<file path="src/hw/rtl/aarm_pkg.sv">
// shared constants and fixed-point helpers for the axis-angle rotation matrix unit
package aarm_pkg;

    localparam int CORDIC_STEPS_DEF = 16;
    localparam int ATAN_ENTRIES     = 24;
    localparam int XW               = 34;
    localparam int ZW               = 34;
    localparam int LW               = 30;
    localparam int RW               = 62;
    localparam int DW               = 52;
    localparam int QW               = 22;
    localparam int UW               = 22;
    localparam int PW               = 23;
    localparam int SQRT_CELLS       = LW;
    localparam int DIV_CELLS        = QW;
    localparam logic signed [XW-1:0] CORDIC_X0 = XW'(652032874);
    localparam logic [QW-1:0]        ONE20     = QW'(1 << 20);

    function automatic logic signed [ZW-1:0] atan_turn(input int idx);
        logic signed [ZW-1:0] v;
        case (idx)
            0:       v = ZW'(536870912);
            1:       v = ZW'(316933406);
            2:       v = ZW'(167458907);
            3:       v = ZW'(85004756);
            4:       v = ZW'(42667331);
            5:       v = ZW'(21354465);
            6:       v = ZW'(10679838);
            7:       v = ZW'(5340245);
            8:       v = ZW'(2670163);
            9:       v = ZW'(1335087);
            10:      v = ZW'(667544);
            11:      v = ZW'(333772);
            12:      v = ZW'(166886);
            13:      v = ZW'(83443);
            14:      v = ZW'(41722);
            15:      v = ZW'(20861);
            16:      v = ZW'(10430);
            17:      v = ZW'(5215);
            18:      v = ZW'(2608);
            19:      v = ZW'(1304);
            20:      v = ZW'(652);
            21:      v = ZW'(326);
            22:      v = ZW'(163);
            23:      v = ZW'(81);
            default: v = '0;
        endcase
        return v;
    endfunction

    // round to nearest, halves away from zero
    function automatic logic signed [27:0] rnd_sh20(input logic signed [47:0] v);
        logic [47:0] mag;
        logic [47:0] r;
        mag = v[47] ? 48'(-v) : 48'(v);
        r   = (mag + 48'(1 << 19)) >> 20;
        return v[47] ? 28'(-r[27:0]) : r[27:0];
    endfunction

    function automatic logic signed [23:0] rnd_sh10(input logic signed [XW-1:0] v);
        logic [XW-1:0] mag;
        logic [XW-1:0] r;
        mag = v[XW-1] ? XW'(-v) : XW'(v);
        r   = (mag + XW'(1 << 9)) >> 10;
        return v[XW-1] ? 24'(-r[23:0]) : r[23:0];
    endfunction

    function automatic logic [15:0] to_q14(input logic signed [24:0] v);
        logic [24:0]        mag;
        logic [24:0]        r;
        logic signed [19:0] q;
        mag = v[24] ? 25'(-v) : 25'(v);
        r   = (mag + 25'(32)) >> 6;
        q   = v[24] ? 20'(-r[19:0]) : r[19:0];
        if (q > 20'sd16384) begin
            q = 20'sd16384;
        end else if (q < -20'sd16384) begin
            q = -20'sd16384;
        end
        return q[15:0];
    endfunction

endpackage

</file>
<file path="src/hw/rtl/aarm_div_cell.sv">
// one quotient bit of the three pipelined axis normalizing divisions
module aarm_div_cell #(
    parameter int BIT = 0,
    parameter int SW  = 1
) (
    input  logic                          i_clk,
    input  logic                          i_rst_n,
    input  logic                          i_en,
    input  logic                          i_valid,
    input  logic [aarm_pkg::LW-1:0]       i_len,
    input  logic [2:0][aarm_pkg::DW-1:0]  i_rem,
    input  logic [2:0][aarm_pkg::QW-1:0]  i_quo,
    input  logic [SW-1:0]                 i_side,
    output logic                          o_valid,
    output logic [aarm_pkg::LW-1:0]       o_len,
    output logic [2:0][aarm_pkg::DW-1:0]  o_rem,
    output logic [2:0][aarm_pkg::QW-1:0]  o_quo,
    output logic [SW-1:0]                 o_side
);
    import aarm_pkg::*;

    logic [DW-1:0]         trial;
    logic [2:0][DW-1:0]    n_rem;
    logic [2:0][QW-1:0]    n_quo;
    logic                  r_valid;
    logic [LW-1:0]         r_len;
    logic [2:0][DW-1:0]    r_rem;
    logic [2:0][QW-1:0]    r_quo;
    logic [SW-1:0]         r_side;

    always_comb begin
        trial = DW'(i_len) << BIT;
        for (int k = 0; k < 3; k++) begin
            if (i_rem[k] >= trial) begin
                n_rem[k] = i_rem[k] - trial;
                n_quo[k] = i_quo[k] | (QW'(1) << BIT);
            end else begin
                n_rem[k] = i_rem[k];
                n_quo[k] = i_quo[k];
            end
        end
    end

    always_ff @(posedge i_clk) begin
        if (!i_rst_n) begin
            r_valid <= 1'b0;
        end else if (i_en) begin
            r_valid <= i_valid;
        end
    end

    always_ff @(posedge i_clk) begin
        if (i_en) begin
            r_len  <= i_len;
            r_rem  <= n_rem;
            r_quo  <= n_quo;
            r_side <= i_side;
        end
    end

    assign o_valid = r_valid;
    assign o_len   = r_len;
    assign o_rem   = r_rem;
    assign o_quo   = r_quo;
    assign o_side  = r_side;

endmodule

</file>
<file path="config.mk">
export PLATFORM = sky130hd
export DESIGN_NAME = aarm_div_cell
export DESIGN_NICKNAME = d
export VERILOG_FILES = /design/src/hw/rtl/aarm_pkg.sv /design/src/hw/rtl/aarm_div_cell.sv
export SDC_FILE = /design/constraint.sdc
export NUM_CORES = 1
export LEC_CHECK = 0
export BUFFER_PORTS_ARGS = -buffer_cell sky130_fd_sc_hd__buf_2
export CAP_MARGIN = 20
export CORE_MARGIN = 2
export CORE_UTILIZATION = 35
export CTS_CLUSTER_DIAMETER = 40
export DETAILED_ROUTE_END_ITERATION = 8
export PLACE_DENSITY = 0.57
export SYNTH_ARGS = -nofsm -noshare
export SYNTH_HDL_FRONTEND = slang
export SYNTH_SLANG_ARGS = --single-unit
</file>
<file path="constraint.sdc">
create_clock -name i_clk -period 5.65 [get_ports i_clk]
set_input_delay 1.695 -clock i_clk [delete_from_list [all_inputs] [get_ports i_clk]]
set_output_delay 1.695 -clock i_clk [all_outputs]
set_load 0.02 [all_outputs]
</file>
## Word level (Yosys, flattened, before mapping)

Cells that the tools add are included.
Widths: inputs -> output; s select.

| cells by class | value |
|---|---|
| add/subtract/negate cells | 3 |
| $mul | 0 |
| divide/modulo/power cells | 0 |
| $lt $le $gt $ge | 3 |
| eq/ne operators | 0 |
| shifts and indexed selects | 0 |
| mux-type cells | 3 |
| bitwise logic cells | 0 |
| reductions and logical operators | 0 |

Operators with widths:

| operator | number |
|---|---|
| $ge 52x30->1 | 3 |
| $mux 52 | 3 |
| $sub 52x30->52 | 3 |

| storage, ports and cells | value |
|---|---|
| register bits after elaboration | 254 |
| bits in latches | 0 |
| RAM bits | 0 |
| memory bits (read-only) | 0 |
| word-level logic and storage cells | 21 |
| memories kept | 0 |

## Longest topological paths before layout

| depth | value |
|---|---|
| depth in word-level cells | 2 |
| mapped depth | 13 |

## Worst setup path before layout

OpenSTA, ideal clock, no wires.

| timing path | value |
|---|---|
| path type | input port to flip-flop |
| start point | input port i_rem[0] in the netlist's numbering |
| end point | register r_rem (netlist bit o_rem[37]) (data pin) |
| arrival | 4122 ps |
| setup slack | 1270 ps |
| cell stages on the path | 12 |
| path buffers | 0 |
| path through | inv_1 ha_1 fa_1 nor2b_1 o31a_1 a41oi_1 a211o_1 a21boi_0 o21ai_1 a211oi_2 nand4_1 xnor2_1 |

RTL lines:

| what | line | source |
|---|---|---|
| start: declaration | aarm_div_cell.sv:11 | `input logic [2:0][aarm_pkg::DW-1:0] i_rem,` |
| end signal: assignment | aarm_div_cell.sv:55 | `r_rem <= n_rem;` |
| end: declaration | aarm_div_cell.sv:27 | `logic [2:0][DW-1:0] r_rem;` |

==> results.yml <==
pwr:
  p_comb_share_pct: 21.0
  p_int_mw: 4.84
  seq_power_share_pct: 34.5
  p_switching_mw: 2.11
  p_clk_share_pct: 44.5
  p_leak_nw: 8.48
  vdd_ir_drop_max_mv: 0.229
  power_switching_share_pct: 30.4
  power.density_nw_per_um2: 342
status:
  status: "completed"
setup_path:
  ff2ff_setup_slack_ns: 5.05
  worstPathMaxFanout: 10
  arrival_ns: 5.13
  path_class: "in -> reg"
  r2r_cells: 2
  critPathRequiredTime_ns: 6.00
  r2r_end: "o_valid"
  cp-start-kind: "input port"
  end_kind: "flip-flop"
  r2r-start: "o_valid"
clock_tree:
  insertion_delay_ns: 0.58
  cts_buffers: 50
  cts.sinks: 254
  cts_resized: 0
  cts.htree.levels: 2
  cts_tree: "built"
  root_buffer: "clkbuf_16"
  cts_hold_buf: 0
  clockBufferDepth: 3
  cts.clk_slew.worst_paths_ns: 0.05
  post_cts_buffers: 0
timing:
  fin_worst_skew_ns: 0
  setup_tns_ns: 0
  setup_viol: 0
  finalCritPeriodShare_pct: 84.7
  post-route-min-period_ns: 4.78
  fin_ws_ns: 0.866
  finalHoldViolCount: 0
  worst_slew_pin_slew_ns: 0.939
  slew_viol_final: 0
  grt_setup_unrepaired: "no"
  fmax_ghz: 0.209
  maxSlewHeadroom_pct: 35.8
global_routing:
  overflow: 0
  antenna_found_initial: 17
  grt_usage_pct: 23.1
  grt_pass1_vias: 13600
  grt_max_degree: 99
  grt_pass1_wl_microns: 78800
synthesis:
  ys_ff_latch: 254
  syn_area_sq_um: 15300
  syn-num-nets: 1803
  synth_area_leaders: "edfxtp_1 50%, ha_1 7.4%, xnor2_1 5.3%"
  synth_cells: 1453
  yosysUniqueCellTypes: 79
  syn_area_per_cell_sq_um: 10.5
  synth_flop_cell: "edfxtp_1"
  synth-seq-area-share_pct: 49.8
  synth-edff-count: 253
  synthArstFlopShare_pct: 0
  yosysTopAreaCell: "edfxtp_1"
  synth_top_area_share_pct: 49.7
  yosys_warnings: 0
worst_hold_path:
  worstHoldPathType: "reg -> reg"
  worstHoldStart: "o_valid"
  min_path_cells: 2
  holdPathEnd: "o_valid"
floorplanning:
  die_x_microns: 213
  start_util_pct: 35.5
  row_count: 76
  coreArea_sq_um: 43100
  die_y_microns: 213
  pin_count: 511
  dieArea_sq_um: 45300
final_layout:
  nets: 2330
  multiInputGateArea_sq_um: 7240
  register_area_sq_um: 7620
  fill_cells: 4084
  area_growth_syn_to_layout_pct: 33.0
  drive_above_1_share_pct: 31.6
route:
  vias_per_cell: 5.25
  routedWlPerCell_microns: 20.5
  drt_iter0_drc: 885
  first_pass_iters: 5
  postRouteAntennaNets: 0
  vias: 13700
  drc: 0
  routed_wl_microns: 53700
place:
  hpwl_microns: 42700
  gp_congestion: 0.949
  post-place-ws_ns: 0.377
  port_buffers: 510
job:
  max-cap-violations: 0
-- registers in the layout (all words and copies together) (netlist names) --
name,cells
o_len,30
o_valid,1
o_rem,156
o_side,1
o_quo,66
-- worst max-delay path by stage --
stage / end / startpoint / cells after the start / slack [ns]
global placement: o_rem[99] / i_len[1] / 12 / 0.43
finish: o_rem[40] / i_len[20] / 11 / 0.87
global route: o_rem[34] / i_len[23] / 11 / 0.73
CTS: o_rem[40] / i_len[0] / 12 / 1.01
detailed placement: o_rem[40] / i_len[0] / 12 / 0.38
floorplan: o_rem[37] / i_rem[0] / 12 / 1.27
-- critical path, stage by stage --
cell and delay [ns]:
buf_2 0.09, inv_1 0.12, ha_1 0.48, nand2_1 0.14, nor2_1 0.22, nor4b_1 0.74, a21boi_0 0.42, o21ai_1 0.18
nand2_1 0.55, o2111ai_1 0.29, xnor2_1 0.19
-- synthesized netlist by cell type, drive strengths merged, types with 19 or more instances --
cell type and instances:
a211oi 19, a21o 36, a21oi 120, a31oi 20
clkbuf 35, edfxtp 253, ha 90, inv 54
nand2 115, nand3 44, nand4 31, nor2 126
nor3 37, nor4 21, o21ai 92, xnor2 93
xor2 53
-- area by class of cell --
class,instances,share of cell area (%)
clock inverter,39,2.51
tap,585,3.60
multi-input combinational,1094,35.6
antenna,13,0.160
sequential,254,37.5
timing repair buffer,526,13.4
inverter,54,0.997
clock buffer,53,6.21
-- through the flow --
stage	instances	hold slack [ns]	utilization [%]	instance area [sq um]	total power, mW
2_1_floorplan	1453	0.589	-	15300	3.31
3_5_place_dp	2512	0.522	43.0	18500	3.89
6_report	2618	0.539	47.2	20300	6.95
5_1_grt	2611	0.574	47.1	20300	7.25
4_1_cts	2604	0.542	47.1	20300	7.02
3_3_place_gp	2512	0.497	43.0	18500	3.88
-- power groups by stage --
| stage | logic [mW] | registers [mW] | clock network, mW |
|---|---|---|---|
| after CTS | 1.46 | 2.40 | 3.16 |
| after floorplan | 0.604 | 2.70 | 0 |
| final | 1.46 | 2.40 | 3.09 |
| after global routing | 1.59 | 2.42 | 3.24 |
| after global placement | 1.45 | 2.43 | 0 |
| after detailed placement | 1.46 | 2.43 | 0 |
-- cell families (layout without fill, tap and decap cells) --
kind of cell | Yosys count | count (layout) | share of synthesized area, %
simple gates | 470 | 470 | 15.2
compound gates | 376 | 376 | 15.4
flops | 254 | 254 | 49.8
xor+xnor | 146 | 146 | 8.37
buf+inv | 105 | 672 | 2.78
fa+ha+maj | 93 | 93 | 7.76
mux | 9 | 9 | 0.647
other cells | 0 | 13 | 0
-- cell usage in the layout, fill, tap and decap left out, types with 12 or more instances in the layout --
| cell | instances |
|---|---|
| a21oi_1 | 120 |
| nand2_1 | 114 |
| edfxtp_1 | 253 |
| xnor2_1 | 93 |
| a21o_1 | 36 |
| nor4_1 | 20 |
| nor3_1 | 36 |
| nand4_1 | 31 |
| o21a_1 | 12 |
| a211oi_1 | 17 |
| o21ai_0 | 85 |
| ha_1 | 90 |
| nand3_1 | 43 |
| nor2b_1 | 16 |
| inv_1 | 54 |
| clkbuf_16 | 50 |
| diode_2 | 13 |
| buf_2 | 509 |
| xor2_1 | 53 |
| a31oi_1 | 20 |
| nor2_1 | 126 |
| nand2b_1 | 14 |
| buf_4 | 13 |
-- per-layer routing --
layer  GRT usage (%)  part of all wire [%]  up-vias
met3            6.85                   9.1      124
met2            37.3                    47      617
li1                -                     -     6548
met5               0                  0.15        -
met1            27.7                    40     6433
met4            12.3                   4.6       12
Power figures use the tool's default switching activity.
