## config.mk

```make
export PLATFORM = sky130hd
export DESIGN_NAME = aarm_cordic_cell
export DESIGN_NICKNAME = d
export VERILOG_FILES = /design/src/hw/rtl/aarm_pkg.sv /design/src/hw/rtl/aarm_cordic_cell.sv
export SDC_FILE = /design/constraint.sdc
export NUM_CORES = 1
export LEC_CHECK = 0
export BUFFER_PORTS_ARGS = -buffer_cell sky130_fd_sc_hd__buf_2
export CAP_MARGIN = 20
export CORE_MARGIN = 3
export CORE_UTILIZATION = 35
export DETAILED_ROUTE_END_ITERATION = 8
export SLEW_MARGIN = 25
export SYNTH_ARGS = -nofsm -noshare
export SYNTH_HDL_FRONTEND = slang
export SYNTH_SLANG_ARGS = --single-unit
```

## constraint.sdc

```tcl
create_clock -name i_clk -period 8.5 [get_ports i_clk]
set_clock_uncertainty 0.15 [all_clocks]
set_input_delay 0.425 -clock i_clk [delete_from_list [all_inputs] [get_ports i_clk]]
set_output_delay 0.425 -clock i_clk [all_outputs]
set_load 0.02 [all_outputs]
```

## src/hw/rtl/aarm_pkg.sv

```systemverilog
// shared constants and fixed-point helpers for the axis-angle rotation matrix unit
package aarm_pkg;

    localparam int CORDIC_STEPS_DEF = 16;
    localparam int ATAN_ENTRIES     = 24;
    localparam int XW               = 34;
    localparam int ZW               = 34;
    localparam int LW               = 30;
    localparam int RW               = 62;
    localparam int DW               = 52;
    localparam int QW               = 22;
    localparam int UW               = 22;
    localparam int PW               = 23;
    localparam int SQRT_CELLS       = LW;
    localparam int DIV_CELLS        = QW;
    localparam logic signed [XW-1:0] CORDIC_X0 = XW'(652032874);
    localparam logic [QW-1:0]        ONE20     = QW'(1 << 20);

    function automatic logic signed [ZW-1:0] atan_turn(input int idx);
        logic signed [ZW-1:0] v;
        case (idx)
            0:       v = ZW'(536870912);
            1:       v = ZW'(316933406);
            2:       v = ZW'(167458907);
            3:       v = ZW'(85004756);
            4:       v = ZW'(42667331);
            5:       v = ZW'(21354465);
            6:       v = ZW'(10679838);
            7:       v = ZW'(5340245);
            8:       v = ZW'(2670163);
            9:       v = ZW'(1335087);
            10:      v = ZW'(667544);
            11:      v = ZW'(333772);
            12:      v = ZW'(166886);
            13:      v = ZW'(83443);
            14:      v = ZW'(41722);
            15:      v = ZW'(20861);
            16:      v = ZW'(10430);
            17:      v = ZW'(5215);
            18:      v = ZW'(2608);
            19:      v = ZW'(1304);
            20:      v = ZW'(652);
            21:      v = ZW'(326);
            22:      v = ZW'(163);
            23:      v = ZW'(81);
            default: v = '0;
        endcase
        return v;
    endfunction

    // round to nearest, halves away from zero
    function automatic logic signed [27:0] rnd_sh20(input logic signed [47:0] v);
        logic [47:0] mag;
        logic [47:0] r;
        mag = v[47] ? 48'(-v) : 48'(v);
        r   = (mag + 48'(1 << 19)) >> 20;
        return v[47] ? 28'(-r[27:0]) : r[27:0];
    endfunction

    function automatic logic signed [23:0] rnd_sh10(input logic signed [XW-1:0] v);
        logic [XW-1:0] mag;
        logic [XW-1:0] r;
        mag = v[XW-1] ? XW'(-v) : XW'(v);
        r   = (mag + XW'(1 << 9)) >> 10;
        return v[XW-1] ? 24'(-r[23:0]) : r[23:0];
    endfunction

    function automatic logic [15:0] to_q14(input logic signed [24:0] v);
        logic [24:0]        mag;
        logic [24:0]        r;
        logic signed [19:0] q;
        mag = v[24] ? 25'(-v) : 25'(v);
        r   = (mag + 25'(32)) >> 6;
        q   = v[24] ? 20'(-r[19:0]) : r[19:0];
        if (q > 20'sd16384) begin
            q = 20'sd16384;
        end else if (q < -20'sd16384) begin
            q = -20'sd16384;
        end
        return q[15:0];
    endfunction

endpackage

```

## src/hw/rtl/aarm_cordic_cell.sv

```systemverilog
// one rotation-mode cordic iteration
module aarm_cordic_cell #(
    parameter int STEP = 0,
    parameter int SW   = 1
) (
    input  logic                            i_clk,
    input  logic                            i_rst_n,
    input  logic                            i_en,
    input  logic                            i_valid,
    input  logic signed [aarm_pkg::XW-1:0]  i_x,
    input  logic signed [aarm_pkg::XW-1:0]  i_y,
    input  logic signed [aarm_pkg::ZW-1:0]  i_z,
    input  logic [SW-1:0]                   i_side,
    output logic                            o_valid,
    output logic signed [aarm_pkg::XW-1:0]  o_x,
    output logic signed [aarm_pkg::XW-1:0]  o_y,
    output logic signed [aarm_pkg::ZW-1:0]  o_z,
    output logic [SW-1:0]                   o_side
);
    import aarm_pkg::*;

    logic signed [XW-1:0] dx;
    logic signed [XW-1:0] dy;
    logic signed [XW-1:0] n_x;
    logic signed [XW-1:0] n_y;
    logic signed [ZW-1:0] n_z;
    logic                 r_valid;
    logic signed [XW-1:0] r_x;
    logic signed [XW-1:0] r_y;
    logic signed [ZW-1:0] r_z;
    logic [SW-1:0]        r_side;

    always_comb begin
        dx = i_y >>> STEP;
        dy = i_x >>> STEP;
        if (!i_z[ZW-1]) begin
            n_x = i_x - dx;
            n_y = i_y + dy;
            n_z = i_z - atan_turn(STEP);
        end else begin
            n_x = i_x + dx;
            n_y = i_y - dy;
            n_z = i_z + atan_turn(STEP);
        end
    end

    always_ff @(posedge i_clk) begin
        if (!i_rst_n) begin
            r_valid <= 1'b0;
        end else if (i_en) begin
            r_valid <= i_valid;
        end
    end

    always_ff @(posedge i_clk) begin
        if (i_en) begin
            r_x    <= n_x;
            r_y    <= n_y;
            r_z    <= n_z;
            r_side <= i_side;
        end
    end

    assign o_valid = r_valid;
    assign o_x     = r_x;
    assign o_y     = r_y;
    assign o_z     = r_z;
    assign o_side  = r_side;

endmodule

```

# ---- Word-level counts from Yosys, hierarchy flattened
# Cells that the tools add are included.
dict set report word_totals {
  register_bits 104
}
dict set report op_classes {
  add_sub_neg 5
  muxes 3
}
# cell count
set op_table {}
lappend op_table {{$mux 34} 3}
lappend op_table {{$sub 34x34->34} 2}
lappend op_table {{$add 34x31->34 const B} 1}
lappend op_table {{$add 34x34->34} 1}
lappend op_table {{$sub 34x31->34 const B} 1}

# ---- Depth between registers and ports, before layout
# Gate-level depths: netlist (run 1).
dict set report logic_depth {
  word_depth 2
  depth_mapped 14
}

# ---- Worst setup path after synthesis (run 1)
# OpenSTA, ideal clock, no wires.
dict set report synth_path {
  kind {in2reg}
  startpoint {input i_x[8] (netlist name)}
  endpoint {register r_x[30] (netlist: o_x[30]) (data pin)}
  required_ps 8092
  slack_ps 5222
  arrival_time_ps 2871
  stages 12
  setup_time_ps 258
  path_cell_list {inv_1 ha_1 buf_6 or3_1 or3_4 o211ai_2 nand3_2 a311oi_4 a41oi_2 o41ai_2 a31oi_1 xnor2_1}
}
dict set report synth_via {
  elab_chain_cells 2
}
# item line_no
set synth_lines {}
lappend synth_lines {{start: declaration} aarm_cordic_cell.sv:10} ;# input logic signed [aarm_pkg::XW-1:0] i_x,
lappend synth_lines {{$sub 34x34->34 / $add 34x34->34 (equally long branches)} {aarm_cordic_cell.sv:37, aarm_cordic_cell.sv:41}}
lappend synth_lines {{$mux 34 (*)} aarm_cordic_cell.sv:36} ;# if (!i_z[ZW-1]) begin
lappend synth_lines {{net n_x[30]} aarm_cordic_cell.sv:24} ;# logic signed [XW-1:0] n_x;
lappend synth_lines {{end signal: assignment} aarm_cordic_cell.sv:57} ;# r_x <= n_x;
lappend synth_lines {{end: declaration} aarm_cordic_cell.sv:28} ;# logic signed [XW-1:0] r_x;
# Mark *: on every way through the listed nets, which the timed path passes. The rest lies on a longest branch.
# A chain may end at the register's enable or synchronous reset.

# ---- Worst setup path in the final report (run 1)
dict set report layout_path {
  startpoint {input i_x[7] (netlist name)}
  endpoint {register r_x[33] (netlist: o_x[33]) (data pin)}
}
# The elaborated chain is that of the path after synthesis.

==> flow_metrics.tcl, run 1 <==
set metrics [dict create \
    nNetsFinal 1351 \
    hold_viol 0 \
    drv_slew 0 \
    clock.fmax_mhz 259 \
    grt_pass1_vias 7619 \
    status "completed" \
    antenna_left 0 \
    ios 211 \
    nFillCells 2439 \
    drv_cap 0 \
    ys_seq_area_frac 0.350 \
    tns_ns 0 \
    grt_max_degree 78 \
    drive_above_1_share 0.220 \
    max-vdd-ir-drop_uv 83.2 \
    avgSynthCellArea_um2 9.19 \
    fin_crit_sh 0.455 \
    syn_nets 1172 \
    drt_iter0_markers 745 \
    cts_made_buffers 9 \
    powerDensity_nw_per_um2 169 \
    yosys.area.top_type "edfxtp_1" \
    grt_pass1_wl_um 41800 \
    totalWireLength_um 27500 \
    worstPathArrival_ns 3.82 \
    areaGrowthSynthToFinish_pct 17.9 \
    tightest_slew_ns 0.899 \
    crit_chain "buf_2, inv_1, ha_1, or3_1, or3_4, a21oi_2, o21ai_1, a211oi_2, o21ai_2, o41ai_4, a41oi_1, xnor2_1" \
    cts_tree "done" \
    die_w_um 165 \
    worstPathRequired_ns 8.45 \
    post-route-drc-count 0 \
    synthArstFlopShare 0 \
    critPathCaptureType "register" \
    relSlewSlack 0.400 \
    synth_top_flop_cell "edfxtp_1" \
    wl_per_cell_um 18.8 \
    synth_area_um2 8800 \
    power.leakage_nw 4.62 \
    coreArea_um2 24500 \
    worst_setup_path_start_kind "input port" \
    postCtsHoldBufs 0 \
    clock_latency_ns 0.36 \
    num_antenna_cells 0 \
    rsz0062_at_grt "false" \
    hold_class "input port to register" \
    start_util 0.359 \
    crit_fanout 17 \
    setup_violations 0 \
    synth_seq_cells 103 \
    die_area_um2 27100 \
    grt_usage 0.197 \
    clockBufferDepth 2 \
    post_drt_via_cell_ratio 5.39 \
    cp_slowest_cell "ha_1" \
    row_count 57 \
    post_cts.repair.setup_buffers 0 \
    clock-sinks 103 \
    io_buffers 210 \
    cts_resized 0 \
    drt_pre_antenna_iters 6 \
    synthTopCellsByArea "edfxtp_1, ha_1, a21oi_1" \
    synth_edf_count 102 \
    die_height_um 165 \
    routabilityCongestion 0.948 \
    post_synth_inst_count 958 \
    crit_type "input port to register" \
    yosys_warnings 0 \
    final_area_um2 10400 \
    synth_common_cells "a21oi_1, ha_1, edfxtp_1, inv_1, nor2_1" \
    place_area_um2 10100 \
    synth_cell_types 72 \
    via_count 7903 \
    finalWorstPathRequiredPeriod_ns 3.87 \
    cts-root-buf "clkbuf_16" \
    h-tree-depth 3 \
    synth_most_common_cell "a21oi_1" \
    gr-total-overflow 0 \
    ff2ff_setup_slack_ns 7.73 \
    synth.top_cell.area_share 0.348 \
    antenna_found_initial 0 \
    cpPeakStageDelay_ns 0.53 \
    clk_pin_slew_ns 0.08 \
    place_hpwl_um 21500 \
]
[cells by family after synthesis]
group / after synthesis / synth area share
buf+inv: 149 / 0.0662
simple gates: 192 / 0.103
flops: 103 / 0.350
xor+xnor: 67 / 0.0667
fa+ha+maj: 107 / 0.155
mux: 17 / 0.0193
compound gates: 323 / 0.239
[power breakdown]
group | internal [W] | switching (W)
clock network | 0.000205 | 0.000218
logic | 0.000231 | 0.000429
registers | 0.000653 | 0.0000198
total | 0.00109 | 0.000666
[stage by stage]
stage / power (W) / hold WS, ns / worst slack, ns / instances / utilization
after floorplan: 0.00111 / 0.374 / 5.22 / 958 / -
after detailed placement: 0.00134 / 0.380 / 4.36 / 1450 / 0.411
after global placement: 0.00134 / 0.342 / 4.42 / 1450 / 0.411
after global routing: 0.00185 / 0.0655 / 4.51 / 1466 / 0.423
after CTS: 0.00177 / 0.0734 / 4.72 / 1466 / 0.423
final: 0.00175 / 0.0832 / 4.63 / 1466 / 0.423
[sequential cells by signal (all words and copies together), names as in the netlist]
signal / flops
o_y: 33
o_side: 1
o_valid: 1
o_z: 34
o_x: 34
[worst paths after layout]
path,to,from,depth (start not counted)
min,o_z[4],i_z[4],1
max reg2reg,o_valid,o_valid,2
min reg2reg,o_valid,o_valid,2
max,o_x[33],i_x[7],12
[layer usage]
metal,vias up,GRT usage,part of all wire
met5,-,0,0
met4,0,0.0549,0.022
met3,42,0.0419,0.083
met2,364,0.319,0.45
met1,3706,0.267,0.44
li1,3791,-,-
[worst max-delay path: cells and delay by family]
kind / cells / cell delay [ns]
adder cells (fa/ha/maj): 1 / 0.53
XOR/XNOR: 1 / 0.18
AO/OA/AOI/OAI: 6 / 1.73
AND/OR/NAND/NOR: 2 / 0.77
buffers and inverters: 2 / 0.17
[placed cells by master, fill, tap and decap left out, types with 6 or more instances in the layout]
master     instances
buf_2            209
a21o_1            19
o21ai_1            9
a21oi_1          125
ha_1             103
clkbuf_16          9
nand3_1           14
a211oi_1          14
mux2i_1           17
nor3_1            11
o21ai_0           44
a31oi_1           11
xor2_1             8
o31ai_1            9
o211ai_1           7
nand2_1           44
o21bai_1          24
nand2b_1          13
edfxtp_1         102
a311oi_1           6
inv_1             97
xnor2_1           59
o21a_1             7
nor2_1            68
nand4_1            7
nor2b_1           11
[layout make-up]
type | instances | area (µm²) | area share
multi-input combinational | 706 | 5140 | 0.495
sequential | 103 | 3080 | 0.297
timing repair buffer | 213 | 1080 | 0.104
tap | 324 | 405 | 0.0391
inverter | 104 | 390 | 0.0376
clock buffer | 10 | 229 | 0.0221
clock inverter | 6 | 55.1 | 0.00531
Power figures use the tool's default switching activity.
==> run 2: changes to the inputs <==
Clock period 8.5 ns to 3.2 ns, I/O delays scaled along.
==> flow_metrics.tcl, run 2 (synthesis results as in run 1) <==
set metrics [dict create \
    status "completed" \
    start_util 0.359 \
    power.leakage_nw 5.29 \
    finalPower_w 0.00485 \
    drv_slew 0 \
    pwr-share-seq 0.368 \
    worstPathRequired_ns 3.16 \
    drv_cap 0 \
    finalWorstPathRequiredPeriod_ns 3.07 \
    num_antenna_cells 0 \
    areaGrowthSynthToFinish_pct 30.9 \
    clk_pin_slew_ns 0.08 \
    ff2ff_setup_slack_ns 1.91 \
    path_delay_family "compound AO/OA/AOI/OAI gates" \
    dp_slack_ns -0.218 \
    fin_ws_ns 0.134 \
    totalWireLength_um 28800 \
    timing.rr.start "o_valid" \
    place_hpwl_um 23100 \
    path_buf_inv 3 \
    final_cells 1606 \
    drt_iter0_markers 617 \
    worstRegToRegCells 3 \
    placed_cells 1556 \
    cp_slowest_cell "or3_1" \
    clock_latency_ns 0.35 \
    worst_setup_path_start_kind "input port" \
    post_drt_via_cell_ratio 5.18 \
    grt_pass1_wl_um 44600 \
    clock.fmax_mhz 326 \
    antenna_left 0 \
    die_w_um 165 \
    grt_usage 0.209 \
    h-tree-depth 3 \
    min_to "o_z[30]" \
    fin_crit_sh 0.958 \
    via_count 8325 \
    crit_chain "buf_2, inv_1, ha_1, or3_1, or3_4, a21oi_2, o21ai_1, a211oi_2, o21ai_2, buf_4, o31ai_1, mux2i_1, xnor2_1" \
    cts_made_buffers 9 \
    wl_met3_um 2000 \
    cts-root-buf "clkbuf_16" \
    tightest_slew_ns 0.759 \
    nFillCells 2408 \
    grt_pass1_vias 8400 \
    p_sw_frac 0.370 \
    rsz0062_at_grt "false" \
    relSlewSlack 0.494 \
    mostFrequentLayoutCells "buf_2, a21oi_1, buf_4, ha_1, edfxtp_1" \
    critPathCaptureType "register" \
    crit_start "i_x[6]" \
    setup_violations 0 \
    routabilityCongestion 0.942 \
    hold_class "input port to register" \
    antenna_found_initial 0 \
    die_area_um2 27100 \
    drt-met1-wl_um 12700 \
    clkPwrFrac 0.227 \
    coreArea_um2 24500 \
    die_height_um 165 \
    max-vdd-ir-drop_uv 208 \
    utilization 0.470 \
    final_common_cell "buf_2" \
    clockBufferDepth 2 \
    wl_per_cell_um 18.0 \
    crit_fanout 4 \
    internal-power_w 0.00306 \
    cpPeakStageDelay_ns 0.40 \
    worstReg2RegEnd "o_valid" \
    grt_max_degree 47 \
    post-route-drc-count 0 \
    power_frac_comb 0.405 \
    gr-total-overflow 0 \
    met2_length_um 13400 \
    top_layer_used "met4" \
    drt_pre_antenna_iters 5 \
    clock-sinks 103 \
    cts_tree "done" \
    hp-start "i_z[30]" \
    worstPathArrival_ns 3.02 \
    hold_viol 0 \
    p_sw_w 0.00179 \
    io_buffers 210 \
    hold_path_depth 2 \
    drive_above_1_share 0.280 \
    row_count 57 \
    nNetsFinal 1491 \
    powerDensity_nw_per_um2 421 \
    ios 211 \
    crit_type "input port to register" \
]
[run 2: cell types whose count changed in the layout (fill, tap and decap cells not counted), sizes merged]
cell         before  now
clkinvlp          2    3
buf             213  320
dlygate4sd3       0   33
clkinv            4    3
[run 2: worst max path at each step]
stage	end	slack (ns)	cells past startpoint
2_1_floorplan	o_x[30]	0.19	12
3_3_place_gp	o_x[31]	-0.16	14
3_5_place_dp	o_y[27]	-0.22	13
4_1_cts	o_y[27]	0.16	13
5_1_grt	o_y[27]	0.006	13
6_report	o_y[27]	0.13	13
[run 2: cell type report]
cell class / count / area (µm²) / area share
clock buffers: 10 / 229 / 0.0199
clock inverters: 6 / 53.8 / 0.00467
inverters: 104 / 390 / 0.0339
multi-input cells: 706 / 5140 / 0.446
flip-flops and latches: 103 / 3080 / 0.268
well taps: 324 / 405 / 0.0352
repair buffers: 353 / 2220 / 0.193
[run 2: metal layers]
layer,global-route usage,up-vias
met1,0.267,3883
li1,-,4061
met2,0.360,336
met4,0.0682,0
met5,0,-
met3,0.0326,45
[run 2: worst reg2reg max path, cell delays in order (launching register included)]
cell,delay [ns]
dfxtp_1,0.32
mux2i_1,0.12
nor2b_1,0.06
dlygate4sd3_1,0.54
[run 2: what timing repair did]
item	4_1_cts	5_1_grt
hold buffers	33	0
resized for setup	0	1
buffers inserted	0	1
endpoints found under the setup margin	0	3
endpoints found under the hold margin	32	0
[run 2: through the flow]
step	hold WS, ns	cell area [µm²]	TNS (ns)
floorplan	0.109	8800	0
global placement	0.187	10900	-0.925
detailed placement	0.188	10900	-1.74
CTS	0.0567	11500	0
global route	0.0724	11500	0
finish	0.0719	11500	0
[run 2: power by group through the flow]
stage | clock network [W] | logic [W] | registers, W
global route | 0.00119 | 0.00214 | 0.00180
detailed placement | 0 | 0.00191 | 0.00182
floorplan | 0 | 0.000888 | 0.00207
global placement | 0 | 0.00191 | 0.00182
CTS | 0.00114 | 0.00196 | 0.00179
finish | 0.00110 | 0.00196 | 0.00179
==> run 3: changes to the inputs <==
Settings changed: CORE_UTILIZATION 35 to 30.
==> flow_metrics.tcl, run 3 (synthesis results as in run 1) <==
set metrics [dict create \
    antenna_found_initial 0 \
    cts-root-buf "clkbuf_16" \
    rsz0062_at_grt "false" \
    tns_ns 0 \
    nNetsFinal 1499 \
    cts_made_buffers 9 \
    finalPower_w 0.00500 \
    crit_chain "buf_2, inv_1, ha_1, or3_1, or3_4, a21oi_2, o21ai_1, a211oi_2, o21ai_2, o41ai_4, a41oi_1, xnor2_1" \
    post-route-drc-count 0 \
    critPathCaptureType "register" \
    cp_slowest_cell "o41ai_4" \
    crit_type "input port to register" \
    regArea_um2 3080 \
    setup_violations 0 \
    grt_usage 0.184 \
    routabilityCongestion 0.950 \
    row_count 62 \
    worstPathArrival_ns 2.96 \
    drt_iter0_markers 588 \
    clockBufferDepth 2 \
    final_common_cell "buf_2" \
    totalWireLength_um 29900 \
    num_antenna_cells 0 \
    grt_pass1_wl_um 45600 \
    worstPathRequired_ns 3.15 \
    drive_above_1_share 0.284 \
    powerDensity_nw_per_um2 427 \
    clock_latency_ns 0.35 \
    die_area_um2 31400 \
    gr-total-overflow 0 \
    cpPeakStageDelay_ns 0.44 \
    grt_max_degree 54 \
    hold_class "input port to register" \
    tightest_slew_ns 0.720 \
    clock.fmax_mhz 332 \
    clk_pin_slew_ns 0.07 \
    cts_resized 0 \
    io_buffers 210 \
    drv_cap 0 \
    postCtsHoldBufs 33 \
    multi_input_area_um2 5140 \
    final_area_um2 11700 \
    place_hpwl_um 23800 \
    coreArea_um2 28800 \
    nFillCells 2904 \
    ios 211 \
    worst_setup_path_start_kind "input port" \
    via_count 8334 \
    cts_tree "done" \
    wl_per_cell_um 17.9 \
    relSlewSlack 0.520 \
    fin_crit_sh 0.942 \
    h-tree-depth 3 \
    max-vdd-ir-drop_uv 209 \
    post_drt_via_cell_ratio 4.98 \
    utilization 0.406 \
    drt_pre_antenna_iters 7 \
    drv_slew 0 \
    place_area_um2 11000 \
    grt_pass1_vias 8404 \
    timing.hold.ws_ns 0.0438 \
    power.leakage_nw 5.35 \
    antenna_left 0 \
    hold_viol 0 \
    areaGrowthSynthToFinish_pct 32.8 \
    post_cts.repair.setup_buffers 0 \
    finalWorstPathRequiredPeriod_ns 3.01 \
    status "completed" \
    crit_fanout 4 \
    die_w_um 177 \
    start_util 0.306 \
    die_height_um 177 \
    clock-sinks 103 \
    mostFrequentLayoutCells "buf_2, a21oi_1, buf_4, ha_1, edfxtp_1" \
]
-- run 3: cell types whose count changed in the layout (fill, tap and decap cells not counted), sizes merged --
| cell | before | now |
|---|---|---|
| bufinv | 0 | 1 |
| clkinv | 3 | 4 |
| clkinvlp | 3 | 1 |
| buf | 320 | 328 |
-- run 3: per-stage QoR --
| stage | setup slack (ns) | std cells |
|---|---|---|
| CTS | 0.220 | 1674 |
| global placement | -0.103 | 1625 |
| detailed placement | -0.141 | 1625 |
| global route | 0.000664 | 1674 |
| finish | 0.187 | 1674 |
| floorplan | 0.187 | 958 |
-- run 3: final timing paths --
path           start       to  slack (ns)  depth (start not counted)
max           i_x[6]  o_x[33]        0.19                         12
min reg2reg  o_valid  o_valid        0.94                          3
max reg2reg  o_valid  o_valid        1.88                          3
min          i_z[30]  o_z[30]        0.04                          2
-- run 3: area by class of cell --
cell class	instances	area share
clock buffer	10	0.0204
clock inverter	6	0.00642
inverter	104	0.0334
multi-input combinational	706	0.440
sequential	103	0.264
tap	384	0.0411
timing repair buffer	361	0.195
-- run 3: worst max-delay path: cells and delay by family --
kind | cells | cell delay, ns
compound gates | 6 | 1.46
xor+xnor | 1 | 0.15
fa+ha+maj | 1 | 0.29
buf+inv | 2 | 0.12
simple gates | 2 | 0.77
-- run 3: power breakdown --
group	internal (W)	switching (W)
logic	0.000789	0.00119
registers	0.00173	0.0000559
clock network	0.000643	0.000588
total	0.00317	0.00183
-- run 3: layer usage --
layer  part of all wire  vias to the layer above  global-route usage
met1               0.45                     3923               0.245
li1                   -                     4085                   -
met2               0.47                      293               0.317
met5                  0                        -                   0
met3              0.057                       33              0.0216
met4              0.017                        0              0.0494
